### src/hdl/wpm_pkg.sv
// Package for the wildcard pattern matcher: sizes, symbol codes, item kinds and shared structs.
package wpm_pkg;

  // Pattern capacity and derived widths
  localparam int MaxPattern = 32;
  localparam int LenW       = $clog2(MaxPattern + 1);
  localparam int IdxW       = (MaxPattern > 1) ? $clog2(MaxPattern) : 1;
  localparam int RowW       = MaxPattern + 1;

  // Stream widths
  localparam int SymW       = 8;
  localparam int InDataW    = 8;
  localparam int InUserW    = 2;
  localparam int OutDataW   = 8;
  localparam int OutUserW   = 1;

  // Pattern symbols with special meaning
  localparam logic [SymW-1:0] SymStar = 8'd42;
  localparam logic [SymW-1:0] SymAny  = 8'd63;

  // Match row after reset: empty pattern matches empty text
  localparam logic [RowW-1:0] RowReset = {{MaxPattern{1'b0}}, 1'b1};

  // Item kinds carried on the input tuser
  typedef enum logic [InUserW-1:0] {
    KindPattern = 2'd0,
    KindText    = 2'd1,
    KindFinish  = 2'd2
  } kind_e;

  // One input item
  typedef struct packed {
    logic [InUserW-1:0] kind;
    logic [SymW-1:0]    symbol;
  } item_t;

  // One result item
  typedef struct packed {
    logic matched;
    logic error;
  } result_t;

  // Stored pattern bytes, one per column
  typedef logic [MaxPattern-1:0][SymW-1:0] pattern_t;

endpackage

### src/hdl/wpm_row_update.sv
// Next match row for one text byte, all columns in parallel.
module wpm_row_update (
  input  wpm_pkg::pattern_t              pattern_i,
  input  logic [wpm_pkg::LenW-1:0]       length_i,
  input  logic [wpm_pkg::RowW-1:0]       row_i,
  input  logic [wpm_pkg::SymW-1:0]       symbol_i,
  output logic [wpm_pkg::RowW-1:0]       row_o
);

  logic [wpm_pkg::MaxPattern-1:0] gen;
  logic [wpm_pkg::MaxPattern-1:0] prop;
  logic [wpm_pkg::RowW-1:0]       op_a;
  logic [wpm_pkg::RowW-1:0]       op_b;
  logic [wpm_pkg::RowW-1:0]       sum;
  logic [wpm_pkg::RowW-1:0]       carry;

  // Per-column terms: a star column passes its left neighbor on (propagate),
  // every column can set itself from the old row (generate).
  always_comb begin
    for (int i = 0; i < wpm_pkg::MaxPattern; i++) begin
      logic col_en;
      logic is_star;
      logic hit;
      col_en  = (wpm_pkg::LenW'(i) < length_i);
      is_star = (pattern_i[i] == wpm_pkg::SymStar);
      hit     = (pattern_i[i] == wpm_pkg::SymAny) || (pattern_i[i] == symbol_i);
      gen[i]  = col_en & (is_star ? (row_i[i] | row_i[i+1]) : (hit & row_i[i]));
      prop[i] = col_en & is_star;
    end
  end

  // The left-to-right OR chain through star runs is a carry chain:
  // adding (gen|prop) and gen yields carry = gen | prop & carry_in.
  assign op_a  = {1'b0, gen | prop};
  assign op_b  = {1'b0, gen};
  assign sum   = op_a + op_b;
  assign carry = sum ^ op_a ^ op_b;

  // Column j takes the carry out of bit j-1; column 0 clears after any text
  assign row_o = {carry[wpm_pkg::MaxPattern:1], 1'b0};

endmodule

### src/hdl/wpm_state.sv
// Match state: pattern store, length, match row and flags, updated once per item.
module wpm_state (
  input  logic             clk_i,
  input  logic             rst_ni,
  input  logic             fire_i,
  input  wpm_pkg::item_t   item_i,
  output wpm_pkg::result_t result_o
);

  wpm_pkg::pattern_t              pattern_q;
  logic [wpm_pkg::LenW-1:0]       length_q, length_d;
  logic [wpm_pkg::RowW-1:0]       row_q, row_d;
  logic                           text_seen_q, text_seen_d;
  logic                           error_q, error_d;
  logic [wpm_pkg::RowW-1:0]       text_row;
  logic                           store_full;
  logic                           store_we;

  assign store_full = (length_q >= wpm_pkg::LenW'(wpm_pkg::MaxPattern));

  wpm_row_update u_row_update (
    .pattern_i (pattern_q),
    .length_i  (length_q),
    .row_i     (row_q),
    .symbol_i  (item_i.symbol),
    .row_o     (text_row)
  );

  // Report path: last accepted column and the error flag
  assign result_o.matched = row_q[length_q];
  assign result_o.error   = error_q;

  // Next state per item kind
  always_comb begin
    length_d    = length_q;
    row_d       = row_q;
    text_seen_d = text_seen_q;
    error_d     = error_q;
    store_we    = 1'b0;
    if (fire_i) begin
      case (wpm_pkg::kind_e'(item_i.kind))
        wpm_pkg::KindPattern: begin
          if (text_seen_q || store_full) begin
            error_d = 1'b1;
          end else begin
            store_we = 1'b1;
            row_d[length_q + 1'b1] = (item_i.symbol == wpm_pkg::SymStar) ? row_q[length_q]
                                                                         : 1'b0;
            length_d = length_q + 1'b1;
          end
        end
        wpm_pkg::KindText: begin
          row_d       = text_row;
          text_seen_d = 1'b1;
        end
        wpm_pkg::KindFinish: begin
          length_d    = '0;
          row_d       = wpm_pkg::RowReset;
          text_seen_d = 1'b0;
          error_d     = 1'b0;
        end
        default: begin
          // unused kind: no change
        end
      endcase
    end
  end

  // Control state
  always_ff @(posedge clk_i or negedge rst_ni) begin
    if (!rst_ni) begin
      length_q    <= '0;
      row_q       <= wpm_pkg::RowReset;
      text_seen_q <= 1'b0;
      error_q     <= 1'b0;
    end else begin
      length_q    <= length_d;
      row_q       <= row_d;
      text_seen_q <= text_seen_d;
      error_q     <= error_d;
    end
  end

  // Pattern bytes, payload only
  always_ff @(posedge clk_i) begin
    if (store_we) begin
      pattern_q[length_q[wpm_pkg::IdxW-1:0]] <= item_i.symbol;
    end
  end

endmodule

### src/hdl/wildcard_pattern_matcher.sv
// Top level of the wildcard pattern matcher: input register, match state, result register.
//
//  channel  dir  tdata (low bit up)     tuser (low bit up)
//  s_axis   in   symbol[7:0]            kind[1:0] (0 pattern, 1 text, 2 finish)
//  m_axis   out  matched, 7'b0          error
//
// One item per cycle while no finish is held (see below); each item is registered in the
// input register, and a finish result is loaded into the output register as the finish leaves it.
// The text update is a single 33-bit row step (compares plus one carry chain).
// Reset empties both registers and returns the row to "empty matches empty".
// A finish waits in the input register while the output register holds an
// untaken result, and the input stalls behind it; other kinds never wait.
module wildcard_pattern_matcher (
  input  logic                          clk_i,
  input  logic                          rst_ni,
  input  logic                          s_axis_tvalid,
  output logic                          s_axis_tready,
  input  logic [wpm_pkg::InDataW-1:0]   s_axis_tdata,   // symbol[7:0]
  input  logic [wpm_pkg::InUserW-1:0]   s_axis_tuser,   // kind[1:0]
  output logic                          m_axis_tvalid,
  input  logic                          m_axis_tready,
  output logic [wpm_pkg::OutDataW-1:0]  m_axis_tdata,   // matched, then zero fill
  output logic [wpm_pkg::OutUserW-1:0]  m_axis_tuser    // error
);

  logic              in_valid_q;
  wpm_pkg::item_t    in_item_q;
  logic              out_valid_q;
  wpm_pkg::result_t  out_q;
  wpm_pkg::result_t  result;
  logic              is_finish;
  logic              out_free;
  logic              advance;
  logic              s_fire;

  // Handshake: only a finish needs room in the output register
  assign is_finish     = (wpm_pkg::kind_e'(in_item_q.kind) == wpm_pkg::KindFinish);
  assign out_free      = !out_valid_q || m_axis_tready;
  assign advance       = in_valid_q && (!is_finish || out_free);
  assign s_axis_tready = !in_valid_q || advance;
  assign s_fire        = s_axis_tvalid && s_axis_tready;

  // Input register
  always_ff @(posedge clk_i or negedge rst_ni) begin
    if (!rst_ni) begin
      in_valid_q <= 1'b0;
    end else if (s_axis_tready) begin
      in_valid_q <= s_axis_tvalid;
    end
  end

  always_ff @(posedge clk_i) begin
    if (s_fire) begin
      in_item_q.kind   <= s_axis_tuser;
      in_item_q.symbol <= s_axis_tdata[wpm_pkg::SymW-1:0];
    end
  end

  wpm_state u_state (
    .clk_i    (clk_i),
    .rst_ni   (rst_ni),
    .fire_i   (advance),
    .item_i   (in_item_q),
    .result_o (result)
  );

  // Output register
  always_ff @(posedge clk_i or negedge rst_ni) begin
    if (!rst_ni) begin
      out_valid_q <= 1'b0;
    end else if (advance && is_finish) begin
      out_valid_q <= 1'b1;
    end else if (m_axis_tready) begin
      out_valid_q <= 1'b0;
    end
  end

  always_ff @(posedge clk_i) begin
    if (advance && is_finish) begin
      out_q <= result;
    end
  end

  assign m_axis_tvalid = out_valid_q;
  assign m_axis_tdata  = {{(wpm_pkg::OutDataW-1){1'b0}}, out_q.matched};
  assign m_axis_tuser  = out_q.error;

endmodule

### config.mk
export PLATFORM = sky130hd
export DESIGN_NAME = wildcard_pattern_matcher
export DESIGN_NICKNAME = d
export VERILOG_FILES = /design/src/hdl/wpm_pkg.sv /design/src/hdl/wpm_row_update.sv /design/src/hdl/wpm_state.sv /design/src/hdl/wildcard_pattern_matcher.sv
export SDC_FILE = /design/constraint.sdc
export NUM_CORES = 1
export LEC_CHECK = 0
export BUFFER_PORTS_ARGS = -buffer_cell sky130_fd_sc_hd__buf_2
export CORE_AREA = 2 2 217 219
export CTS_BUF_LIST = sky130_fd_sc_hd__clkbuf_4 sky130_fd_sc_hd__clkbuf_8
export DETAILED_ROUTE_END_ITERATION = 8
export DIE_AREA = 0 0 219 221
export GPL_TIMING_DRIVEN = 0
export PLACE_DENSITY = 0.66
export SYNTH_ARGS = -nofsm -noshare
export SYNTH_HDL_FRONTEND = slang
export SYNTH_SLANG_ARGS = --single-unit
export TNS_END_PERCENT = 30
### constraint.sdc
create_clock -name clk_i -period 2.95 [get_ports clk_i]
set_input_delay 0.1475 -clock clk_i [delete_from_list [all_inputs] [get_ports clk_i]]
set_output_delay 0.1475 -clock clk_i [all_outputs]
set_load 0.005 [all_outputs]
==> results of run 1 <==
-- flip-flops by register name, summed over array words and instances (netlist names) --
name,cells
m_axis_tvalid,1
m_axis_tdata,1
in_valid_q,1
m_axis_tuser,1
u_state.error_q,1
u_state.row_q,33
u_state.length_q,6
in_item_q,10
u_state.text_seen_q,1
u_state.pattern_q,256
-- synthesized netlist by cell type, types with 34 or more instances --
master | count | area (µm²)
edfxtp_1 | 268 | 8050
xor2_1 | 84 | 736
xnor2_1 | 179 | 1570
nand3_1 | 53 | 265
nor4_1 | 46 | 288
nand2_1 | 87 | 327
a21oi_1 | 78 | 390
inv_1 | 40 | 150
nor3_1 | 49 | 245
and3_1 | 41 | 257
nor2_1 | 163 | 612
o211ai_1 | 35 | 263
o21ai_0 | 82 | 410
dfrtp_1 | 42 | 1050
nand4_1 | 69 | 432
buf_2 | 34 | 170
-- through the flow --
stage / util / hold slack [ns] / power (µW)
after floorplan: - / -0.148 / 5990
after global placement: 0.413 / 0.328 / 6510
after detailed placement: 0.419 / 0.326 / 6570
after CTS: 0.468 / 0.179 / 10900
after global routing: 0.484 / 0.209 / 11300
final: 0.484 / 0.209 / 11000
-- where the power goes --
group          total, µW  internal, µW  switching (µW)
Clock               4180          2320            1860
Sequential          5250          4920             336
Combinational       1600           663             934
-- routing by layer --
metal  track usage  wire length (µm)
met4         0.110              2700
met2         0.396             28600
met5             0                 0
met1         0.347             26000
met3        0.0539              6280
-- layout make-up --
| cell class | count | area [µm²] | area share |
|---|---|---|---|
| tap | 607 | 759 | 0.0340 |
| clock buffer | 65 | 838 | 0.0376 |
| timing repair buffer | 129 | 1190 | 0.0534 |
| clock inverter | 32 | 283 | 0.0127 |
| inverter | 41 | 164 | 0.00735 |
| antenna | 1 | 2.50 | 0.000112 |
| buffer | 69 | 549 | 0.0246 |
| multi-input combinational | 1271 | 9390 | 0.421 |
| sequential | 311 | 9130 | 0.409 |
-- logic make-up (layout without fill, tap and decap cells) --
group,Yosys count,count (layout),share of synthesized area
adder cells (fa/ha/maj),9,9,0.00620
XOR/XNOR,263,263,0.127
AND/OR/NAND/NOR,642,642,0.195
buffers and inverters,119,336,0.0347
other,1,8,0.000207
multiplexers,11,11,0.0103
AO/OA/AOI/OAI,339,339,0.125
flip-flops,311,311,0.503
-- worst reg2reg max path, cell delays in order, from the launching register on --
cell and delay [ns]:
dfrtp_1 0.41, buf_6 0.13, buf_12 0.12, nor4_4 0.33
nand2_2 0.13, buf_6 0.14, a21oi_4 0.16, inv_2 0.06
ha_4 0.17, inv_2 0.04, o211ai_1 0.10, o2111ai_2 0.14
a31oi_2 0.15, nor3_4 0.30, buf_6 0.21, buf_6 0.10
buf_6 0.09, o21ai_4 0.08, o211ai_1 0.19, o211ai_1 0.12
-- worst paths after layout --
path | end | slack, ns | cells after the start
worst max-delay path | u_state.row_q[28] | -0.36 | 19
worst min-delay path | u_state.row_q[15] | 0.21 | 2
worst max register to register | u_state.row_q[28] | -0.36 | 19
worst min register to register | m_axis_tuser | 0.49 | 0
max in group asynchronous | u_state.length_q[5] | 1.96 | 2
min in group clk_i | in_item_q[9] | 0.21 | 2
-- what timing repair did --
item	in CTS	in global routing
buffers inserted	48	40
setup endpoints to repair	289	273
gates resized for setup	181	121
hold buffers	14	0
pin swaps	41	48
cloned	0	0
hold endpoints to repair	55	0
==> impl_results.md, run 1 <==
* Max transition margin at 0.269
* Root cell of the clock tree: clkbuf_8
* Max Cap Viol at 0
* Height of the chip at 221 µm
* Flip-flop cell with the highest count after synthesis: edfxtp_1
* Final Net Count at 1899
* CP Buf/Inv Count at 8
* Fillers at 4180
* HP Class: input pin to asynchronous set/reset pin
* Half-perimeter wire length after detailed placement at 43.6 mm
* Final clock skew at between 0.05 and 0.06 ns
* Maximum fanout along the worst path at 4
* Setup TNS at -5.08 ns
* Average vias per placed instance at roughly 6.1
* Final weighted congestion in routability-driven placement at 0.972
* Starting utilization of the core area at 0.394
* Placed Instances at roughly 2300
* Worst slack at placement at -1.58 ns
* Master of the slowest instance on the critical path: dfrtp_1
* Buffers on Ports at 17
* Kind of start point of the critical path: register
* Area of the core region at 46100 µm²
* Reg2reg start: u_state.length_q[4]
* Area after detailed placement at between 15000 and 20000 µm²
* Post-synthesis cell count at 1695
* Worst Setup Path Type: register to register
* Flop and latch count out of synthesis at 311
* Number of clock sinks at 311
* Status: finished with violations
* Type of destination of the critical path: register
* Final critical-path required period at 3.31 ns
* Top-level port count at 25
* Buffer levels on the longest clock path at 3
* Drt first pass iters at 7
* Max-slew violations at 0
* Die Span X at 219 µm
* Commonest non-fill, non-tap cell in the layout: edfxtp_1
* GRT Total Usage at 0.256
* Total Routed Length at around 64 mm
* Setup slack after layout at -0.358 ns
* Final worst path period share at 1.12
* Leakage dissipation at between 0.007 and 0.008 µW
* Final hold violation count at 0
* Iteration-0 DRC Markers at 1685
* Worst vdd rail ir drop at 448 µV
* Crit-path most repeated cell: buf_6
* Wire per inst at 25.2 µm
* # DRC at 0
* Number of buffers inserted during clock tree synthesis at 53
* Unrepaired setup endpoints after global routing: true
* Detailed-route via count at 15400
* Worst setup path startpoint: u_state.length_q[4]
* Highest-count cells in the layout ignoring fill and taps: edfxtp_1, xnor2_1, nor2_1
* Power per cell area at ~490 nW/µm²
* Overall die area at around 48000 µm²
* Violated checks: negative setup slack
* Fraction of layout cells with a size suffix above 1 at 0.240
* Mapped Avg Cell Area at approximately 11 µm²
* Cell family with most CP delay: compound AO/OA/AOI/OAI gates
* Non-filler cells, final at roughly 2500
* Count of endpoints failing setup in the final report at 25
* Number of unique standard cell types used by synthesis at 87
* # H-tree levels at 2
* Vias in the first global route at about 15000
* Number of enable-type register cells in the synthesized netlist at 268
* CTS tree: done
* Pin count of the biggest net entering global routing at 44
* Number of nets with antenna violations after detailed routing at 0
* Yosys warnings at 0
* Share of async-settable or async-resettable flops after synthesis at 0.138
* Synthesis-to-finish area growth at 22.8%
* Clock Latency Late Sink at 0.67 ns
* Cell area after synthesis at 18200 µm²
* Cell-by-cell trace of the critical path: buf_6, buf_12, nor4_4, nand2_2, buf_6, a21oi_4, inv_2, ha_4, inv_2, o211ai_1, o2111ai_2, a31oi_2, nor3_4, buf_6, buf_6, buf_6, o21ai_4, o211ai_1, o211ai_1
* Global-route wire length before repair at 91.8 mm
* Slew of the pin with the lowest slew margin at around 1.1 ns
* Clock Pin Slew Worst Setup and Hold Paths at 0.07 ns
* Cell area after layout at approximately 22000 µm²
* Data arrival time of the critical path at 3.83 ns
* Standard-cell row count at 79
* F_max at 0.302 GHz
* Number of antenna violations at the first check in global routing at 2
* Remaining Overflow, GRT at 0
* Sequential cell area fraction in the yosys report at 0.503
* Worst path required time at 3.47 ns
* CP max stage delay at 0.41 ns
Power figures use the tool's default switching activity.
==> run 2, diff against run 1 <==
Settings changed: PLACE_DENSITY 0.66 to 0.64.
Clock period 2.95 ns to 4 ns, I/O delays scaled along.
==> run 2 against run 1 <==
Compared with the run above: the run now ends clean; cell count shrank 2.5%; setup slack gained 0.58 ns; utilization shrank 3.3 points; wire length shrank 7.1%; via count shrank 4.1%; hold slack gained 0.031 ns; critical path type unchanged; highest routed layer unchanged; combinational power shrank 38%; largest cell class is now registers; clock power shrank 25%; largest power group unchanged; sequential share of layout area grew 3.0 points.
==> impl_results.md, run 2 (same netlist as run 1, synthesis figures left out) <==
* Pin count of the biggest net entering global routing at 44 (unchanged)
* Die Span X at 219 µm (unchanged)
* Synthesis-to-finish area growth at 14.4%
* Final hold violation count at 0 (unchanged)
* Master of the slowest instance on the critical path: o32ai_1
* Setup TNS at 0 ns (+5.08 ns)
* GRT Total Usage at 0.244 (-0.0116)
* Buffers on Ports at 17 (unchanged)
* Starting utilization of the core area at 0.394 (unchanged)
* # H-tree levels at 2 (unchanged)
* Count of endpoints failing setup in the final report at 0 (-100%)
* Crit-path most repeated cell: o21ai_0
* Average vias per placed instance at 6.00 (-1.7%)
* Data arrival time of the critical path at 4.41 ns (+0.58 ns)
* Area after detailed placement at 19300 µm² (about the same)
* CP Buf/Inv Count at 4 (-4)
* Switch share at 0.279 (-0.00506)
* Buffer levels on the longest clock path at 3 (unchanged)
* Sequential share of power at 0.483 (+0.007)
* HP Class: input pin to asynchronous set/reset pin
* Fraction of layout cells with a size suffix above 1 at 0.131 (-0.109)
* Global-route wire length before repair at 88.1 mm (-4.1%)
* Max Cap Viol at 0 (unchanged)
* Max-slew violations at 0 (unchanged)
* Cell area after layout at 20800 µm² (-6.9%)
* Clock Latency Late Sink at 0.69 ns (+0.02 ns)
* Height of the chip at 221 µm (unchanged)
* Standard-cell row count at 79 (unchanged)
* CTS tree: done
* Final worst path period share at 0.945 (-0.176)
* Global routing met2 resource utilization at 0.366 (-0.0293)
* Sw power at 2220 µW (-29%)
* Relative contribution of the clock network to total power at 0.393 (+0.014)
* Type of destination of the critical path: register
* Leakage dissipation at 0.00669 µW (-8.6%)
* Int Power at 5740 µW (-27%)
* Slew of the pin with the lowest slew margin at 1.33 ns (+0.234 ns)
* Vias in the first global route at 14300 (-3.1%)
* Non-filler cells, final at 2462 (-2.5%)
* Commonest non-fill, non-tap cell in the layout: edfxtp_1
* Worst vdd rail ir drop at 351 µV (-22%)
* Root cell of the clock tree: clkbuf_8
* Top-level port count at 25 (unchanged)
* M3 GR Usage at 0.0418 (-0.0121)
* # DRC at 0 (unchanged)
* Number of antenna violations at the first check in global routing at 1 (-1)
* Cell family with most CP delay: compound AO/OA/AOI/OAI gates
* Placed Instances at 2336 (unchanged)
* Final clock skew at 0.0656 ns (+0.0142 ns)
* Area of the core region at 46100 µm² (unchanged)
* Kind of start point of the critical path: register
* Total Routed Length at 59.1 mm (-7.1%)
* Clock Pin Slew Worst Setup and Hold Paths at 0.07 ns (about the same)
* Final Net Count at 1832 (-3.5%)
* F_max at 0.264 GHz (-13%)
* Remaining Overflow, GRT at 0 (unchanged)
* Power per cell area at 383 nW/µm² (-23%)
* Cell-by-cell trace of the critical path: buf_16, buf_2, buf_6, buf_2, xnor2_1, nand4_1, o21ai_0, o21ai_0, o32ai_1, o21ai_0, a2111oi_0, o31ai_1, nand2_1
* Final weighted congestion in routability-driven placement at 0.975 (+0.25%)
* Global-route track usage on met1 at 0.345 (-0.00246)
* Detailed-route via count at 14800 (-4.1%)
* Number of buffers inserted during clock tree synthesis at 54 (+1.9%)
* Status: complete, no violations
* Wire per inst at 24.0 µm (-4.7%)
* Power after layout at 7960 µW (-28%)
* Max reg flops at 256 (unchanged)
* Half-perimeter wire length after detailed placement at 42.9 mm (-1.7%)
* Iteration-0 DRC Markers at 1783 (+5.8%)
* Comb power frac at 0.124 (-0.021)
* Most utilized layer in the global route result: met2
* CP max stage delay at 0.50 ns (+0.09 ns)
* Max transition margin at 0.104 (-0.164)
* Number of clock sinks at 311 (unchanged)
* Maximum fanout along the worst path at 19 (+15)
* Highest-count cells in the layout ignoring fill and taps: edfxtp_1, xnor2_1, nor2_1
* Unrepaired setup endpoints after global routing: false
* Final critical-path required period at 3.78 ns (+0.474 ns)
* Number of nets with antenna violations after detailed routing at 0 (unchanged)
* Overall die area at 48400 µm² (unchanged)
* Worst path required time at 4.62 ns (+1.15 ns)
* Worst Setup Path Type: register to register
* Drt first pass iters at 7 (unchanged)
[run 2: cell types whose count changed in the layout (fill, tap and decap cells not counted), sizes merged]
cell      previous run  this run
inv                 41        44
buf                163        99
clkbuf              86        81
clkinv              24        27
clkinvlp             3         2
[run 2: cell type report]
cell class	instances	area [µm²]
Fill cell	4281	25300
Timing Repair Buffer	52	591
Antenna cell	1	2.50
Multi-Input combinational cell	1271	8490
Sequential cell	311	9130
Buffer	78	483
Inverter	41	154
Tap cell	607	759
Clock buffer	64	843
Clock inverter	37	313
[run 2: worst paths after layout]
check / startpoint / end / slack (ns) / depth (start not counted)
min in group clk_i: s_axis_tuser[1] / in_item_q[9] / 0.24 / 2
worst max register to register: in_item_q[5] / u_state.row_q[31] / 0.22 / 13
max in group asynchronous: rst_ni / u_state.row_q[2] / 3.05 / 2
worst min register to register: u_state.error_q / m_axis_tuser / 0.48 / 0
worst max-delay path: in_item_q[5] / u_state.row_q[31] / 0.22 / 13
worst min-delay path: rst_ni / u_state.row_q[28] / 0.24 / 2
[run 2: what timing repair did]
item / CTS / global route
buffers inserted: 7 / 3
pin swaps: 0 / 2
hold buffers: 14 / 0
endpoints found under the hold margin: 54 / 0
gates resized for setup: 8 / 9
endpoints found under the setup margin: 23 / 21
[run 2: power groups by stage]
stage               Combinational [µW]  Sequential (µW)  Clock, µW
global placement                   835             3960          0
detailed placement                 920             3920          0
CTS                                966             3830       3170
global route                      1060             3850       3310
floorplan                          602             3810          0
finish                             988             3840       3130
[run 2: metal layers]
metal  part of all wire  routed length, µm
met5                  0                  0
met3              0.090               5340
met4              0.038               2270
met2               0.44              26200
met1               0.43              25300
[run 2: metrics by stage]
step                hold WS (ns)  utilization  setup slack [ns]
finish                     0.240        0.451             0.218
global route               0.244        0.451           0.00905
CTS                        0.213        0.449            0.0440
detailed placement         0.382        0.419            -0.513
global placement           0.380        0.413            -0.971
floorplan                -0.0956            -              1.00
==> run 3, diff against run 2 <==
Settings changed: ABC_AREA set to 1, CORE_AREA 2 2 217 219 to 2 2 231 233, DIE_AREA 0 0 219 221 to 0 0 233 235.
Clock period 4 ns to 4.06 ns, I/O delays scaled along.
==> run 3 against run 2 <==
Compared with the run above: fmax fell by 2.2%; area after synthesis increased by 14%; via count rose by 37%; sequential share of layout area is 4.7 points lower; wire length rose by 38%; critical path type unchanged; register-to-register slack got worse by 0.03 ns; count of clock-buffer cells in the layout unchanged; die area grew 13%; total power decreased by 3.2%; design area is 12% higher; non-clock buffer count decreased by 2.
==> impl_results.md, run 3 <==
* Root cell of the clock tree: clkbuf_8
* Clock Pin Slew Worst Setup and Hold Paths at 0.07 ns (about the same)
* Half-perimeter wire length after detailed placement at 60.7 mm (+42%)
* Die Span X at 233 µm (+6.4%)
* Iteration-0 DRC Markers at 2440 (+37%)
* Cell-by-cell trace of the critical path: inv_1, buf_2, ha_1, clkbuf_2, o21ai_2, inv_1, a21oi_1, a21oi_1, nand2_1, nor2_1, a21oi_1, nand2_1, nand2_1, nand3_1, a21oi_1, nor2_1
* Synthesis-to-finish area growth at 12.6%
* Number of clock sinks at 311 (unchanged)
* Hold Crit Start: s_axis_tdata[3]
* Non-filler cells, final at 3646 (+48%)
* Top-level port count at 25 (unchanged)
* Highest-count cells in the layout ignoring fill and taps: nand2_1, inv_1, nor2_1
* Flip-flop cell with the highest count after synthesis: edfxtp_1
* Pin count of the biggest net entering global routing at 44 (unchanged)
* Number of unique standard cell types used by synthesis at 55 (-37%)
* Starting utilization of the core area at 0.396 (+0.00146)
* Standard-cell row count at 84 (+6.3%)
* Overall die area at 54800 µm² (+13%)
* Max reg flops at 256 (unchanged)
* Max Cap Viol at 0 (unchanged)
* Master of the slowest instance on the critical path: dfrtp_1
* Top cell type's share of synthesized area at 0.389 (-0.0538)
* Cell area after layout at 23300 µm² (+12%)
* Height of the chip at 235 µm (+6.3%)
* Sequential cell area fraction in the yosys report at 0.442 (-0.0610)
* Placed Instances at 3528 (+51%)
* Number of enable-type register cells in the synthesized netlist at 268 (unchanged)
* Total area of sequential cells at 9130 µm² (unchanged)
* Drt first pass iters at 6 (-1)
* Final Net Count at 2939 (+60%)
* Count of endpoints failing setup in the final report at 0 (unchanged)
* Cell types occupying the most area after synthesis: edfxtp_1, nand2_1, inv_1
* Fraction of layout cells with a size suffix above 1 at 0.0825 (-0.0486)
* Maximum fanout along the worst path at 11 (-8)
* Final hold violation count at 0 (unchanged)
* Clock Latency Late Sink at 0.68 ns (about the same)
* Unrepaired setup endpoints after global routing: false
* Cell area after synthesis at 20700 µm² (+14%)
* Max-slew violations at 0 (unchanged)
* Buffers on Ports at 17 (unchanged)
* Remaining Overflow, GRT at 0 (unchanged)
* Average vias per placed instance at 5.57 (-7.3%)
* Leakage dissipation at 0.00998 µW (+49%)
* F_max at 0.259 GHz (-2.2%)
* Length in cells of the worst reg-to-reg path at 16 (+3)
* Number of buffers inserted during clock tree synthesis at 53 (-1.9%)
* Setup TNS at 0 ns (unchanged)
* Slew of the pin with the lowest slew margin at 1.18 ns (-0.149 ns)
* Worst Setup Path Type: register to register
* Area after detailed placement at 22100 µm² (+14%)
* R2r setup slk at 0.19 ns (-0.03 ns)
* Endpoint of the most critical register-to-register path: u_state.row_q[21]
* Total Routed Length at 81.5 mm (+38%)
* HP Class: input pin to register
* Number of cells on the worst hold path at 2
* Worst hold slack across all endpoints at 0.244 ns (+0.00386 ns)
* Yosys warnings at 0 (unchanged)
* Worst vdd rail ir drop at 220 µV (-37%)
* Commonest cells in the synthesized netlist: nand2_1, inv_1, nor2_1
* Max transition margin at 0.212 (+0.107)
* CTS tree: done
* Worst path required time at 4.62 ns (about the same)
* Flop and latch count out of synthesis at 311 (unchanged)
* Reg2reg start: u_state.length_q[1]
* Share of async-settable or async-resettable flops after synthesis at 0.138 (unchanged)
* Final clock skew at 0.0338 ns (-0.0319 ns)
* Buffer levels on the longest clock path at 3 (unchanged)
* Most frequent cell after synthesis: nand2_1
* Kind of start point of the critical path: register
* Area of the core region at 52200 µm² (+13%)
* Wire per inst at 22.4 µm (-6.9%)
* Commonest non-fill, non-tap cell in the layout: nand2_1
* Type of destination of the critical path: register
* Final critical-path required period at 3.87 ns (+0.0857 ns)
* CP Buf/Inv Count at 4 (unchanged)
* GRT Total Usage at 0.296 (+0.0515)
* Final weighted congestion in routability-driven placement at 1.00 (+2.6%)
* Data arrival time of the critical path at 4.43 ns (+0.02 ns)
* Global-route wire length before repair at 119 mm (+35%)
* # H-tree levels at 2 (unchanged)
* Number of antenna violations at the first check in global routing at 2 (+1)
* Final worst path period share at 0.953 (+0.00714)
* Detailed-route via count at 20300 (+37%)
* # DRC at 0 (unchanged)
* Library cell occupying the most area in the post-synthesis netlist: edfxtp_1
* Cell family with most CP delay: compound AO/OA/AOI/OAI gates
* Endpoint with the worst hold slack: in_item_q[3]
* CP max stage delay at 0.51 ns (about the same)
* Number of nets with antenna violations after detailed routing at 0 (unchanged)
* Area taken by multi-input logic gates at 9560 µm² (+13%)
* Mapped Avg Cell Area at 7.38 µm² (-31%)
* Power per cell area at 331 nW/µm² (-14%)
* Vias in the first global route at 19000 (+33%)
* Crit-path most repeated cell: a21oi_1
* Post-synthesis cell count at 2801 (+65%)
* Status: complete, no violations
* Fillers at 5186 (+21%)
## run 3: changes by cell type after synthesis, moves of 76 or more
cell	previous run	this run
nand2_1	87	842
inv_1	40	410
nor2_1	163	310
nand3_1	53	153
xnor2_1	179	80
nand4_1	69	145
## run 3: layout make-up
type | count | area share
Buffer | 74 | 0.0179
Antenna cell | 1 | 0.000108
Clock buffer | 64 | 0.0349
Multi-Input combinational cell | 1998 | 0.411
Sequential cell | 311 | 0.392
Inverter | 424 | 0.0686
Tap cell | 688 | 0.0370
Timing Repair Buffer | 54 | 0.0303
Clock inverter | 32 | 0.00812
## run 3: kinds of logic after synthesis
logic type | share of synthesized area
multiplexers | 0.000969
flip-flops | 0.442
other | 0.000181
buffers and inverters | 0.0972
XOR/XNOR | 0.0461
AND/OR/NAND/NOR | 0.343
AO/OA/AOI/OAI | 0.0656
adder cells (fa/ha/maj) | 0.00545
## run 3: repair_timing
action | 4_1_cts | 5_1_grt
hold buffers | 15 | 0
gates resized for setup | 1 | 4
gates cloned | 0 | 0
buffers inserted | 0 | 6
setup endpoints to repair | 23 | 16
hold endpoints to repair | 54 | 0
pin swaps | 0 | 1
## run 3: worst reg2reg max path, cell delays in order (launching register included)
cell,delay [ns]
dfrtp_1,0.51
inv_1,0.22
buf_2,0.33
ha_1,0.26
clkbuf_2,0.28
o21ai_2,0.35
inv_1,0.10
a21oi_1,0.40
a21oi_1,0.18
nand2_1,0.13
nor2_1,0.11
a21oi_1,0.17
nand2_1,0.21
nand2_1,0.11
nand3_1,0.16
a21oi_1,0.18
nor2_1,0.07
## run 3: worst max path at each step
stage	start	endpoint	slack [ns]	cells after the start
after floorplan	in_item_q[4]	u_state.row_q[12]	1.24	21
after global placement	in_item_q[4]	u_state.row_q[20]	-0.93	21
after detailed placement	u_state.length_q[0]	u_state.pattern_q[97]	-0.09	6
after CTS	in_item_q[4]	u_state.row_q[30]	0.08	20
after global routing	in_item_q[6]	u_state.row_q[25]	0.04	17
final	u_state.length_q[1]	u_state.row_q[21]	0.19	16
## run 3: report_power, final
part	internal, µW	switching [µW]	leakage [µW]	total (µW)
Combinational	311	760	0.00650	1070
Clock	1400	1380	0.000530	2780
Sequential	3590	263	0.00295	3860
Total	5300	2400	0.00998	7700
## run 3: metrics by stage
stage | worst slack [ns] | util | total power, µW
finish | 0.192 | 0.445 | 7700
global route | 0.0367 | 0.445 | 7970
CTS | 0.0833 | 0.444 | 7700
detailed placement | -0.0947 | 0.422 | 4920
global placement | -0.925 | 0.414 | 4870
floorplan | 1.24 | - | 4360
## run 3: layer usage
layer | wire, µm | part of all wire | up-vias | track usage
met1 | 32700 | 0.40 | 9561 | 0.387
met4 | 4260 | 0.052 | 0 | 0.145
met2 | 36000 | 0.44 | 1110 | 0.462
li1 | - | - | 9376 | -
met5 | 0 | 0 | - | 0
met3 | 8530 | 0.10 | 244 | 0.0637
